[config.mk]
export PLATFORM = sky130hd
export DESIGN_NAME = line_follow_pid_steering_flat
export DESIGN_NICKNAME = d
export VERILOG_FILES = /design/src/rtl/core/lfps_pkg.sv /design/src/rtl/core/lfps_stream_if.sv /design/src/rtl/core/lfps_regs.sv /design/src/rtl/core/lfps_track.sv /design/src/rtl/core/lfps_law.sv /design/src/rtl/core/line_follow_pid_steering.sv /design/src/flat_wrapper.sv
export SDC_FILE = /design/constraint.sdc
export NUM_CORES = 1
export LEC_CHECK = 0
export BUFFER_PORTS_ARGS = -buffer_cell sky130_fd_sc_hd__buf_2
export CAP_MARGIN = 30
export CORE_ASPECT_RATIO = 0.8
export CORE_MARGIN = 2
export CORE_UTILIZATION = 30
export CTS_CLUSTER_SIZE = 8
export DETAILED_ROUTE_END_ITERATION = 7
export PLACE_DENSITY_LB_ADDON = 0.08
export SLEW_MARGIN = 30
export SYNTH_ARGS = -nofsm -noshare
export SYNTH_HDL_FRONTEND = slang
export SYNTH_SLANG_ARGS = --single-unit
[constraint.sdc]
create_clock -name clk -period 1.4 [get_ports clk]
set_input_delay 0.21 -clock clk [delete_from_list [all_inputs] [get_ports clk]]
set_output_delay 0.21 -clock clk [all_outputs]
set_load 0.05 [all_outputs]
[src/rtl/core/lfps_pkg.sv]
// Package with the shared types and constants of the line-following steering block.
package lfps_pkg;

  localparam int unsigned ERR_W = 16;
  localparam int unsigned SUM_W = 32;
  localparam int unsigned GAIN_W = 11;
  localparam int unsigned BASE_W = 8;
  localparam int unsigned SPEED_W = 16;
  localparam int unsigned RAND_W = 3;
  localparam int unsigned ADDR_W = 4;
  localparam int unsigned DATA_W = 32;
  localparam int unsigned Q_SHIFT = 14;

  localparam logic signed [ERR_W-1:0] ERR_ONE = 16'sd16384;

  typedef enum logic [1:0] {
    REG_GAIN_P = 2'd0,
    REG_GAIN_I = 2'd1,
    REG_GAIN_D = 2'd2,
    REG_BASE   = 2'd3
  } reg_idx_t;

  typedef enum logic [1:0] {
    MODE_SEARCH = 2'd0,
    MODE_ON     = 2'd1,
    MODE_LOST   = 2'd2
  } mode_t;

  typedef enum logic [1:0] {
    MOOD_NONE  = 2'd0,
    MOOD_HAPPY = 2'd1,
    MOOD_SAD   = 2'd2
  } mood_t;

  typedef struct packed {
    logic                     line_found;
    logic signed [ERR_W-1:0]  line_error;
    logic [RAND_W-1:0]        random_left;
    logic [RAND_W-1:0]        random_right;
  } meas_t;

  typedef struct packed {
    logic signed [SPEED_W-1:0] wheel_left;
    logic signed [SPEED_W-1:0] wheel_right;
    mood_t                     mood_event;
    logic                      steering;
  } cmd_t;

  typedef struct packed {
    logic signed [GAIN_W-1:0] gain_proportional;
    logic signed [GAIN_W-1:0] gain_integral;
    logic signed [GAIN_W-1:0] gain_derivative;
    logic signed [BASE_W-1:0] base_speed;
  } cfg_t;

  // Snapshot of one transaction after the error tracking stage.
  typedef struct packed {
    logic                     pid;
    mood_t                    mood;
    logic signed [ERR_W-1:0]  err;
    logic signed [SUM_W-1:0]  sum;
    logic signed [ERR_W:0]    diff;
    logic [RAND_W-1:0]        rand_l;
    logic [RAND_W-1:0]        rand_r;
  } track_t;

endpackage

[src/rtl/core/lfps_stream_if.sv]
// Valid/ready stream interface that carries one payload per transaction.
interface lfps_stream_if #(
  parameter type payload_t = logic
);
  logic     valid;
  logic     ready;
  payload_t payload;

  modport source (output valid, output payload, input ready);
  modport sink (input valid, input payload, output ready);
endinterface

[src/rtl/core/lfps_regs.sv]
// APB-style configuration registers holding the gains and the base speed.
module lfps_regs
  import lfps_pkg::*;
(
  input  logic              clk,
  input  logic              rst,
  input  logic              psel,
  input  logic              penable,
  input  logic              pwrite,
  input  logic [ADDR_W-1:0] paddr,
  input  logic [DATA_W-1:0] pwdata,
  output logic [DATA_W-1:0] prdata,
  output logic              pready,
  output cfg_t              cfg
);

  reg_idx_t idx;
  logic     wr;

  assign idx    = reg_idx_t'(paddr[ADDR_W-1:2]);
  assign pready = 1'b1;
  assign wr     = psel && penable && pwrite && pready;

  always_ff @(posedge clk) begin
    if (rst) begin
      cfg <= '0;
    end else if (wr) begin
      unique case (idx)
        REG_GAIN_P: cfg.gain_proportional <= pwdata[GAIN_W-1:0];
        REG_GAIN_I: cfg.gain_integral <= pwdata[GAIN_W-1:0];
        REG_GAIN_D: cfg.gain_derivative <= pwdata[GAIN_W-1:0];
        REG_BASE:   cfg.base_speed <= pwdata[BASE_W-1:0];
        default: ;
      endcase
    end
  end

  always_comb begin
    unique case (idx)
      REG_GAIN_P: prdata = DATA_W'(cfg.gain_proportional);
      REG_GAIN_I: prdata = DATA_W'(cfg.gain_integral);
      REG_GAIN_D: prdata = DATA_W'(cfg.gain_derivative);
      REG_BASE:   prdata = DATA_W'(cfg.base_speed);
      default:    prdata = '0;
    endcase
  end

endmodule

[src/rtl/core/lfps_track.sv]
// Mode tracking and error state update, one transaction per cycle while the output is not stalled.
module lfps_track
  import lfps_pkg::*;
(
  input  logic   clk,
  input  logic   rst,
  input  logic   in_valid,
  output logic   in_ready,
  input  meas_t  in_data,
  output logic   out_valid,
  input  logic   out_ready,
  output track_t out_data
);

  mode_t                   mode;
  mode_t                   mode_next;
  logic signed [ERR_W-1:0] held;
  logic signed [ERR_W-1:0] last;
  logic signed [SUM_W-1:0] sum;

  logic signed [ERR_W-1:0] held_next;
  logic signed [SUM_W:0]   sum_wide;
  logic signed [SUM_W-1:0] sum_next;
  mood_t                   mood;
  logic                    pid;
  logic                    take;

  assign in_ready = !out_valid || out_ready;
  assign take     = in_valid && in_ready;

  always_comb begin
    mode_next = mode;
    if (in_data.line_found) begin
      mode_next = MODE_ON;
    end else if (mode == MODE_ON) begin
      mode_next = MODE_LOST;
    end
  end

  always_comb begin
    mood      = MOOD_NONE;
    held_next = held;
    if (in_data.line_found) begin
      if (mode != MODE_ON) begin
        mood = MOOD_HAPPY;
      end
      held_next = in_data.line_error;
    end else if (mode == MODE_ON) begin
      mood = MOOD_SAD;
      if (held > 0) begin
        held_next = ERR_ONE;
      end else if (held < 0) begin
        held_next = -ERR_ONE;
      end
    end
    pid = in_data.line_found || (mode != MODE_SEARCH);
  end

  always_comb begin
    sum_wide = (SUM_W+1)'(sum) + (SUM_W+1)'(held_next);
    if (sum_wide[SUM_W] != sum_wide[SUM_W-1]) begin
      sum_next = sum_wide[SUM_W] ? {1'b1, {(SUM_W-1){1'b0}}} : {1'b0, {(SUM_W-1){1'b1}}};
    end else begin
      sum_next = sum_wide[SUM_W-1:0];
    end
  end

  always_ff @(posedge clk) begin
    if (rst) begin
      mode      <= MODE_SEARCH;
      held      <= '0;
      last      <= '0;
      sum       <= '0;
      out_valid <= 1'b0;
    end else begin
      if (in_ready) begin
        out_valid <= in_valid;
      end
      if (take) begin
        mode <= mode_next;
        if (pid) begin
          held <= held_next;
          last <= held_next;
          sum  <= sum_next;
        end
      end
    end
  end

  always_ff @(posedge clk) begin
    if (take) begin
      out_data.pid    <= pid;
      out_data.mood   <= mood;
      out_data.err    <= held_next;
      out_data.sum    <= sum_next;
      out_data.diff   <= (ERR_W+1)'(held_next) - (ERR_W+1)'(last);
      out_data.rand_l <= in_data.random_left;
      out_data.rand_r <= in_data.random_right;
    end
  end

`ifndef SYNTHESIS
  a_lost_after_on: assert property (@(posedge clk) disable iff (rst)
    take && !in_data.line_found && mode == MODE_ON |=> mode == MODE_LOST)
    else $error("Losing the line while on it did not enter the lost mode.");

  a_sad_sign: assert property (@(posedge clk) disable iff (rst)
    out_valid && out_data.mood == MOOD_SAD |->
      out_data.err == ERR_ONE || out_data.err == -ERR_ONE || out_data.err == '0)
    else $error("Held error after losing the line is not a sign value.");

  a_search_quiet: assert property (@(posedge clk) disable iff (rst)
    out_valid && !out_data.pid |-> out_data.mood == MOOD_NONE)
    else $error("A search move carried a mood event.");

  a_search_frozen: assert property (@(posedge clk) disable iff (rst)
    take && !pid |=> $stable(sum) && $stable(last) && $stable(held))
    else $error("Error state changed during a search move.");
`endif

endmodule

[src/rtl/core/lfps_law.sv]
// PID products, angle and wheel speed stages that end in the result register.
module lfps_law
  import lfps_pkg::*;
(
  input  logic   clk,
  input  logic   rst,
  input  cfg_t   cfg,
  input  logic   in_valid,
  output logic   in_ready,
  input  track_t in_data,
  output logic   out_valid,
  input  logic   out_ready,
  output cmd_t   out_data
);

  localparam int unsigned P_W = GAIN_W + ERR_W;
  localparam int unsigned I_W = GAIN_W + SUM_W;
  localparam int unsigned D_W = GAIN_W + ERR_W + 1;
  localparam int unsigned ACC_W = I_W + 1;
  localparam int unsigned ANG_W = ACC_W - Q_SHIFT;
  localparam int unsigned WHL_W = ANG_W + 1;

  logic                  b_valid;
  logic                  b_ready;
  logic                  b_pid;
  mood_t                 b_mood;
  logic [RAND_W-1:0]     b_rand_l;
  logic [RAND_W-1:0]     b_rand_r;
  logic signed [P_W-1:0] b_p;
  logic signed [I_W-1:0] b_i;
  logic signed [D_W-1:0] b_d;

  logic signed [ACC_W-1:0] acc;
  logic signed [ACC_W-1:0] acc_adj;
  logic signed [ANG_W-1:0] angle;
  logic signed [WHL_W-1:0] left_w;
  logic signed [WHL_W-1:0] right_w;
  cmd_t                    cmd_next;

  function automatic logic signed [SPEED_W-1:0] sat_speed(input logic signed [WHL_W-1:0] v);
    logic signed [WHL_W-1:0] hi;
    logic signed [WHL_W-1:0] lo;
    hi = WHL_W'({1'b0, {(SPEED_W-1){1'b1}}});
    lo = -hi - WHL_W'(1);
    if (v > hi) begin
      sat_speed = hi[SPEED_W-1:0];
    end else if (v < lo) begin
      sat_speed = lo[SPEED_W-1:0];
    end else begin
      sat_speed = v[SPEED_W-1:0];
    end
  endfunction

  assign b_ready  = !out_valid || out_ready;
  assign in_ready = !b_valid || b_ready;

  always_ff @(posedge clk) begin
    if (rst) begin
      b_valid   <= 1'b0;
      out_valid <= 1'b0;
    end else begin
      if (in_ready) begin
        b_valid <= in_valid;
      end
      if (b_ready) begin
        out_valid <= b_valid;
      end
    end
  end

  always_ff @(posedge clk) begin
    if (in_valid && in_ready) begin
      b_pid    <= in_data.pid;
      b_mood   <= in_data.mood;
      b_rand_l <= in_data.rand_l;
      b_rand_r <= in_data.rand_r;
      b_p      <= P_W'(cfg.gain_proportional) * P_W'(in_data.err);
      b_i      <= I_W'(cfg.gain_integral) * I_W'(in_data.sum);
      b_d      <= D_W'(cfg.gain_derivative) * D_W'(in_data.diff);
    end
  end

  always_comb begin
    acc     = ACC_W'(b_p) + ACC_W'(b_i) + ACC_W'(b_d);
    acc_adj = acc[ACC_W-1] ? acc + ACC_W'((1 << Q_SHIFT) - 1) : acc;
    angle   = ANG_W'(acc_adj >>> Q_SHIFT);
    left_w  = WHL_W'(cfg.base_speed) - WHL_W'(angle);
    right_w = WHL_W'(cfg.base_speed) + WHL_W'(angle);
    cmd_next.mood_event = b_mood;
    cmd_next.steering   = b_pid;
    if (b_pid) begin
      cmd_next.wheel_left  = sat_speed(left_w);
      cmd_next.wheel_right = sat_speed(right_w);
    end else begin
      cmd_next.wheel_left  = SPEED_W'({1'b0, b_rand_l} + (RAND_W+1)'(1));
      cmd_next.wheel_right = SPEED_W'({1'b0, b_rand_r} + (RAND_W+1)'(1));
    end
  end

  always_ff @(posedge clk) begin
    if (b_valid && b_ready) begin
      out_data <= cmd_next;
    end
  end

endmodule

[src/rtl/core/line_follow_pid_steering.sv]
// Top level of the line-following PID steering block.
// Each meas transaction carries one frame's line measurement and yields exactly one cmd
// transaction with the two wheel speeds, a mood event and the steering flag. A transaction
// may be accepted in every cycle while cmd is not stalled; its result passes through three
// registered stages into the result register: the first updates the mode and, outside
// search moves, the held error, last error and saturating error sum, the second forms
// the three gain products, and the third sums them, scales by 1/16384 with truncation
// toward zero and saturates the wheel speeds, or takes random speeds plus one in search.
// Gains and base speed are to be written through the APB port only while no transaction
// is in flight; the block itself does not enforce this.
module line_follow_pid_steering
  import lfps_pkg::*;
(
  input  logic              clk,
  input  logic              rst,
  lfps_stream_if.sink       meas,
  lfps_stream_if.source     cmd,
  input  logic              psel,
  input  logic              penable,
  input  logic              pwrite,
  input  logic [ADDR_W-1:0] paddr,
  input  logic [DATA_W-1:0] pwdata,
  output logic [DATA_W-1:0] prdata,
  output logic              pready
);

  cfg_t   cfg;
  logic   trk_valid;
  logic   trk_ready;
  track_t trk_data;
  meas_t  meas_data;
  cmd_t   cmd_data;

  assign meas_data   = meas.payload;
  assign cmd.payload = cmd_data;

  lfps_regs u_regs (
    .clk     (clk),
    .rst     (rst),
    .psel    (psel),
    .penable (penable),
    .pwrite  (pwrite),
    .paddr   (paddr),
    .pwdata  (pwdata),
    .prdata  (prdata),
    .pready  (pready),
    .cfg     (cfg)
  );

  lfps_track u_track (
    .clk       (clk),
    .rst       (rst),
    .in_valid  (meas.valid),
    .in_ready  (meas.ready),
    .in_data   (meas_data),
    .out_valid (trk_valid),
    .out_ready (trk_ready),
    .out_data  (trk_data)
  );

  lfps_law u_law (
    .clk       (clk),
    .rst       (rst),
    .cfg       (cfg),
    .in_valid  (trk_valid),
    .in_ready  (trk_ready),
    .in_data   (trk_data),
    .out_valid (cmd.valid),
    .out_ready (cmd.ready),
    .out_data  (cmd_data)
  );

endmodule
[src/flat_wrapper.sv]
// flat-port wrapper written by rule: the top's interface ports become plain ports
module line_follow_pid_steering_flat import lfps_pkg::*;
  (clk, rst, psel, penable, pwrite, paddr, pwdata, prdata, pready, meas_valid, meas_payload, meas_ready, cmd_valid, cmd_payload, cmd_ready);
  lfps_stream_if meas_i ();
  lfps_stream_if cmd_i ();
  input  logic clk;
  input  logic rst;
  input  logic psel;
  input  logic penable;
  input  logic pwrite;
  input  logic [ADDR_W-1:0] paddr;
  input  logic [DATA_W-1:0] pwdata;
  output logic [DATA_W-1:0] prdata;
  output logic pready;
  input wire logic [$bits(meas_i.valid)-1:0] meas_valid;
  input wire logic [$bits(meas_i.payload)-1:0] meas_payload;
  output wire logic [$bits(meas_i.ready)-1:0] meas_ready;
  output wire logic [$bits(cmd_i.valid)-1:0] cmd_valid;
  output wire logic [$bits(cmd_i.payload)-1:0] cmd_payload;
  input wire logic [$bits(cmd_i.ready)-1:0] cmd_ready;
  assign meas_i.valid = meas_valid;
  assign meas_i.payload = meas_payload;
  assign meas_ready = meas_i.ready;
  assign cmd_valid = cmd_i.valid;
  assign cmd_payload = cmd_i.payload;
  assign cmd_i.ready = cmd_ready;
  line_follow_pid_steering u_core (.clk(clk), .rst(rst), .meas(meas_i), .cmd(cmd_i), .psel(psel), .penable(penable), .pwrite(pwrite), .paddr(paddr), .pwdata(pwdata), .prdata(prdata), .pready(pready));
endmodule
## Yosys cells after proc, flatten, opt, wreduce, memory -nomap -nowiden

Cells that the tools add are included.
Widths: inputs -> output; s select.

- Bits in registers: 44
- Bits of input ports: 44
- Output and inout bits: 36
- Word-level logic and storage cells: 24

- Equal/unequal tests: 3
- Muxes and demuxes: 1
- Reduce and logical (&&, ||, !) cells: 13

Operators with widths:

| cell | count |
|---|---|
| $pmux 32 s4 | 1 |
| $reduce_and 2->1 | 4 |
| $eq 2x2->1 const B | 2 |
| $logic_not 1->1 | 3 |
| $logic_or 1x1->1 | 3 |
| $eq 2x1->1 const B | 1 |
| $logic_and 1x1->1 | 2 |
| $logic_not 2->1 | 1 |

## Longest topological paths before layout

- Depth in word-level cells: 4
- Depth in mapped cells: 5
- Gate-level depth less buffers: 3

## Modules after synthesis

Synthesis repeated with hierarchy kept, for this count alone.

- Cell total of the unflattened synthesis: 4,945
- Area total of the unflattened synthesis: 46,464.6 µm²

By module, submodules not included:

| module | instances | cells an instance | area each (µm²) | seq. area each (µm²) |
|---|---|---|---|---|
| lfps_law | 1 | 4,020 | 37,433.4 | 4,304.1 |
| lfps_track | 1 | 724 | 6,936.7 | 3,243.1 |
| lfps_regs | 1 | 200 | 2,090.8 | 820.8 |
| line_follow_pid_steering | 1 | 1 | 3.8 | 0.0 |

## Worst setup path before layout

Ideal clock, no wire load.

- Path kind: in2out
- From: input port paddr[3]
- To: output port prdata[11]
- Data arrival time: 1,681 ps
- Data required time: 1,190 ps
- Path slack: -491 ps
- Stages on the path: 4
- Buffers on the path: 3
- Path through: clkbuf_2 buf_6 mux4_1 buf_4

- Longest elaborated chain between the ends: 2
- Elaborated cells between the ends (all ways): 5
- Classes of those cells: eq/ne: 3; mux: 1; reduce/logical: 1

RTL lines:

| element | RTL line | RTL |
|---|---|---|
| start, declared | flat_wrapper.sv:11 | `input logic [ADDR_W-1:0] paddr;` |
| $eq 2x2->1 (tied with other cells) | lfps_regs.sv:39 | `unique case (idx)` |
| $pmux 32 s4 (*) | lfps_regs.sv:39 |  |
| end, declared | flat_wrapper.sv:13 | `output logic [DATA_W-1:0] prdata;` |

Every way passes the cells marked *; elsewhere a longest branch is shown, timed or not.

## Final worst setup path

- From: register, netlist name u_core.u_regs.cfg[7]
- To: output port prdata[26]

- Longest elaborated chain between the ends: 1

RTL lines:

| element | RTL line |
|---|---|
| $pmux 32 s4 | lfps_regs.sv:39 |

Every way passes these cells.

==> out/results.tsv <==
stage	metric	value	unit
status	status	complete, but fails checks	
status	violations	setup timing	
run	maxCapViolations	0	
floorplan	die_area	8240	um^2
cells_and_area	regArea	883	um^2
clock_network	cts_tree	done	
critical_path	crit_arrival	1.43	ns
drt	drt_iter0_drc	96	
logic_synthesis	synth_edf_count	0	
floorplan	fp.dieW	101	um
sta	maxSlewViolCount	0	
logic_synthesis	synth.net_count	260	
power	p_int	1730	uW
floorplan	core_area	7360	um^2
sta	max_freq	612	MHz
power	switchingPower	604	uW
sta	hold_slack	0.128	ns
drt	firstDrtPassIters	4	
cells_and_area	fillers	770	
drt	ant_nets	0	
logic_synthesis	netlist_area	2260	um^2
clock_network	worstSkewPairLatency	0.29	ns
clock_network	cts_sinks	44	
logic_synthesis	synth_compound_area_share	5.32	%
power	p_comb_share	13.1	%
logic_synthesis	synth_cells	216	
logic_synthesis	yosys.area_share.simple	17.7	%
logic_synthesis	async_flop_share	0	%
floorplan	die_y	81.6	um
cells_and_area	nNetsFinal	298	
logic_synthesis	synthTopCellsByCount	dfxtp_1 (44), nand2b_1 (42), mux2i_1 (30)	
sta	rsz0062_at_grt	yes	
global_routing	antenna_found_initial	0	
clock_network	cts_max_path_buffers	2	
logic_synthesis	synthMuxAreaShare	25.8	%
power	peakVddDrop	0.000264	V
logic_synthesis	synth_top_area_share	39.0	%
drt	via_count	1607	
critical_path	required	1.19	ns
logic_synthesis	synth_top_cell_by_area	dfxtp_1	
place	place_congestion	0.651	
sta	period_share	117	%
logic_synthesis	yosysUniqueCellTypes	23	
global_routing	grt-ovfl-total	0	
floorplan	initial_core_util	30.7	%
power	p_total	2340	uW
drt	wl_per_cell	15.2	um
clock_network	htree_levels	2	
drt	vias_per_cell	4.67	
drt	wirelength	5250	um
cells_and_area	area_growth	22.1	%
logic_synthesis	synthMostInstantiatedCell	dfxtp_1	
sta	setup_viol	32	
sta	final.setup_skew	0.000101	ns
logic_synthesis	synth.area.top_cells	dfxtp_1 (39%), mux2i_1 (13%), nand2b_1 (12%)	
place	dpl.hpwl	3200	um
critical_path	startpoint	u_core.u_regs.cfg[7]	
critical_path	timing.rr.start	u_core.u_law.out_valid	
drt	drc_errors	0	
logic_synthesis	yosysWarnings	0	
cells_and_area	antennaDiodeCount	0	
clock_network	clk_pin_slew	0.08	ns
critical_path	r2r_slack	0.58	ns
logic_synthesis	syn_area_per_cell	10.4	um^2
power	power_leakage	0.00125	uW
critical_path	critPathCaptureType	output port	
clock_network	cts_hold_buf	0	
logic_synthesis	ys.flop_type	dfxtp_1	
clock_network	cts_root_buf	clkbuf_8	
critical_path	path_class	reg -> out	
hold_path	hold_path.class	in -> reg	
cells_and_area	multi_input_area	1140	um^2
critical_path	timing.rr.end	u_core.u_track.out_valid	
sta	min_period	1.64	ns
power	p_clk_share	32.2	%
place	io_buffers	53	
cells_and_area	final_layout_size_suffix_gt1_share	35.4	%
power	seq_power_share	54.7	%
sta	fin_ws	-0.235	ns
logic_synthesis	ys_ff_latch	44	
power	p_per_area	849	nW/um^2
clock_network	cts_made_buffers	5	
logic_synthesis	synth_top_family_by_area	multiplexers	
sta	finalHoldViolCount	0	
floorplan	io_pins	80	
logic_synthesis	synth-xor-area-share	0	%
global_routing	grt_pass1_vias	1548	
floorplan	num_rows	28	
critical_path	cp-start-kind	flip-flop	
global_routing	grt_max_degree	56	
critical_path	critPathCapture	prdata[26]	
logic_synthesis	seq_area_frac_synth	39.0	%
hold_path	whs_path_depth	3	
critical_path	crit_fanout	5	
logic_synthesis	synthAdderAreaFrac	0	%
critical_path	r2r_cells	3	
power	netSwitchingFraction	25.8	%
global_routing	grt_pass1_wl	8250	um
global_routing	grt.total_usage	13.2	%
-- sequential cells by signal (all words and copies together), names as in the netlist --
signal / cells
u_core.u_regs.cfg: 41
u_core.u_law.out_valid: 1
u_core.u_law.b_valid: 1
u_core.u_track.out_valid: 1
-- what timing repair did --
item,4_1_cts,5_1_grt
endpoints found under the hold margin,0,0
setup endpoints to repair,32,32
setup buffers,0,0
gates resized for setup,58,11
gates cloned,3,0
pin swaps,0,0
-- routing by layer --
| layer | vias up | wire, um | global-route usage [%] |
|---|---|---|---|
| met2 | 38 | 2220 | 19.1 |
| met5 | - | 0 | 0 |
| li1 | 797 | - | - |
| met4 | 0 | 40 | 3.65 |
| met3 | 5 | 211 | 3.06 |
| met1 | 767 | 2780 | 19.4 |
-- per-stage QoR --
step	setup WS, ns	setup TNS, ns	area (um^2)	std cells	util [%]
2_1_floorplan	-0.178	-4.20	2270	216	-
3_3_place_gp	-0.286	-10.40	2480	334	33.7
3_5_place_dp	-0.249	-10.39	2480	334	33.7
4_1_cts	-0.247	-6.42	2740	344	37.2
5_1_grt	-0.281	-7.40	2760	344	37.5
6_report	-0.235	-5.92	2760	344	37.5
-- cell type report --
class	instances	share of cell area [%]
Sequential cell	44	32.0
Tap cell	90	4.09
Multi-Input combinational cell	135	41.4
Clock buffer	6	2.63
Clock inverter	1	0.182
Timing Repair Buffer	66	19.3
Inverter	2	0.272
-- power groups by stage --
stage | registers (uW) | clock network, uW | logic (uW)
after global routing | 1280 | 839 | 331
after global placement | 1310 | 0 | 282
after floorplan | 1310 | 0 | 206
after CTS | 1280 | 796 | 308
after detailed placement | 1310 | 0 | 280
final | 1280 | 753 | 306
-- worst max-delay path, cell delays in order, from the launching register on --
cell and delay (ns):
dfxtp_2 0.35, mux4_2 0.56, buf_4 0.23
-- cell usage in the layout (no fill, tap or decap) --
cell	n
o21ai_0	22
or3_4	1
clkbuf_8	5
nand2b_1	42
buf_2	20
buf_12	1
buf_6	16
nor2b_1	11
clkinv_2	1
a21oi_1	2
inv_1	2
nand4_1	1
nand3_1	1
and3b_1	1
buf_4	27
nor3_1	1
conb_1	2
mux2i_1	30
dfxtp_1	42
or2_2	1
clkbuf_1	1
or3_1	1
nand2_1	1
nor2_1	4
mux4_2	14
buf_8	2
dfxtp_2	2
-- worst min path at each step --
stage | from | end | slack, ns
final | meas_valid | u_core.u_track.out_valid | 0.13
after global routing | meas_valid | u_core.u_track.out_valid | 0.14
after CTS | meas_valid | u_core.u_track.out_valid | 0.12
after detailed placement | meas_valid | u_core.u_track.out_valid | 0.43
after global placement | meas_valid | u_core.u_track.out_valid | 0.42
after floorplan | meas_valid | u_core.u_track.out_valid | 0.33
-- cell families (layout without fill, tap and decap cells) --
family                 Yosys count  after routing
flip-flops                      44             44
AO/OA/AOI/OAI                   24             24
buffers and inverters           40             75
AND/OR/NAND/NOR                 65             65
other                            2              2
multiplexers                    41             44
Note: power is estimated with default switching activity, not from simulation.
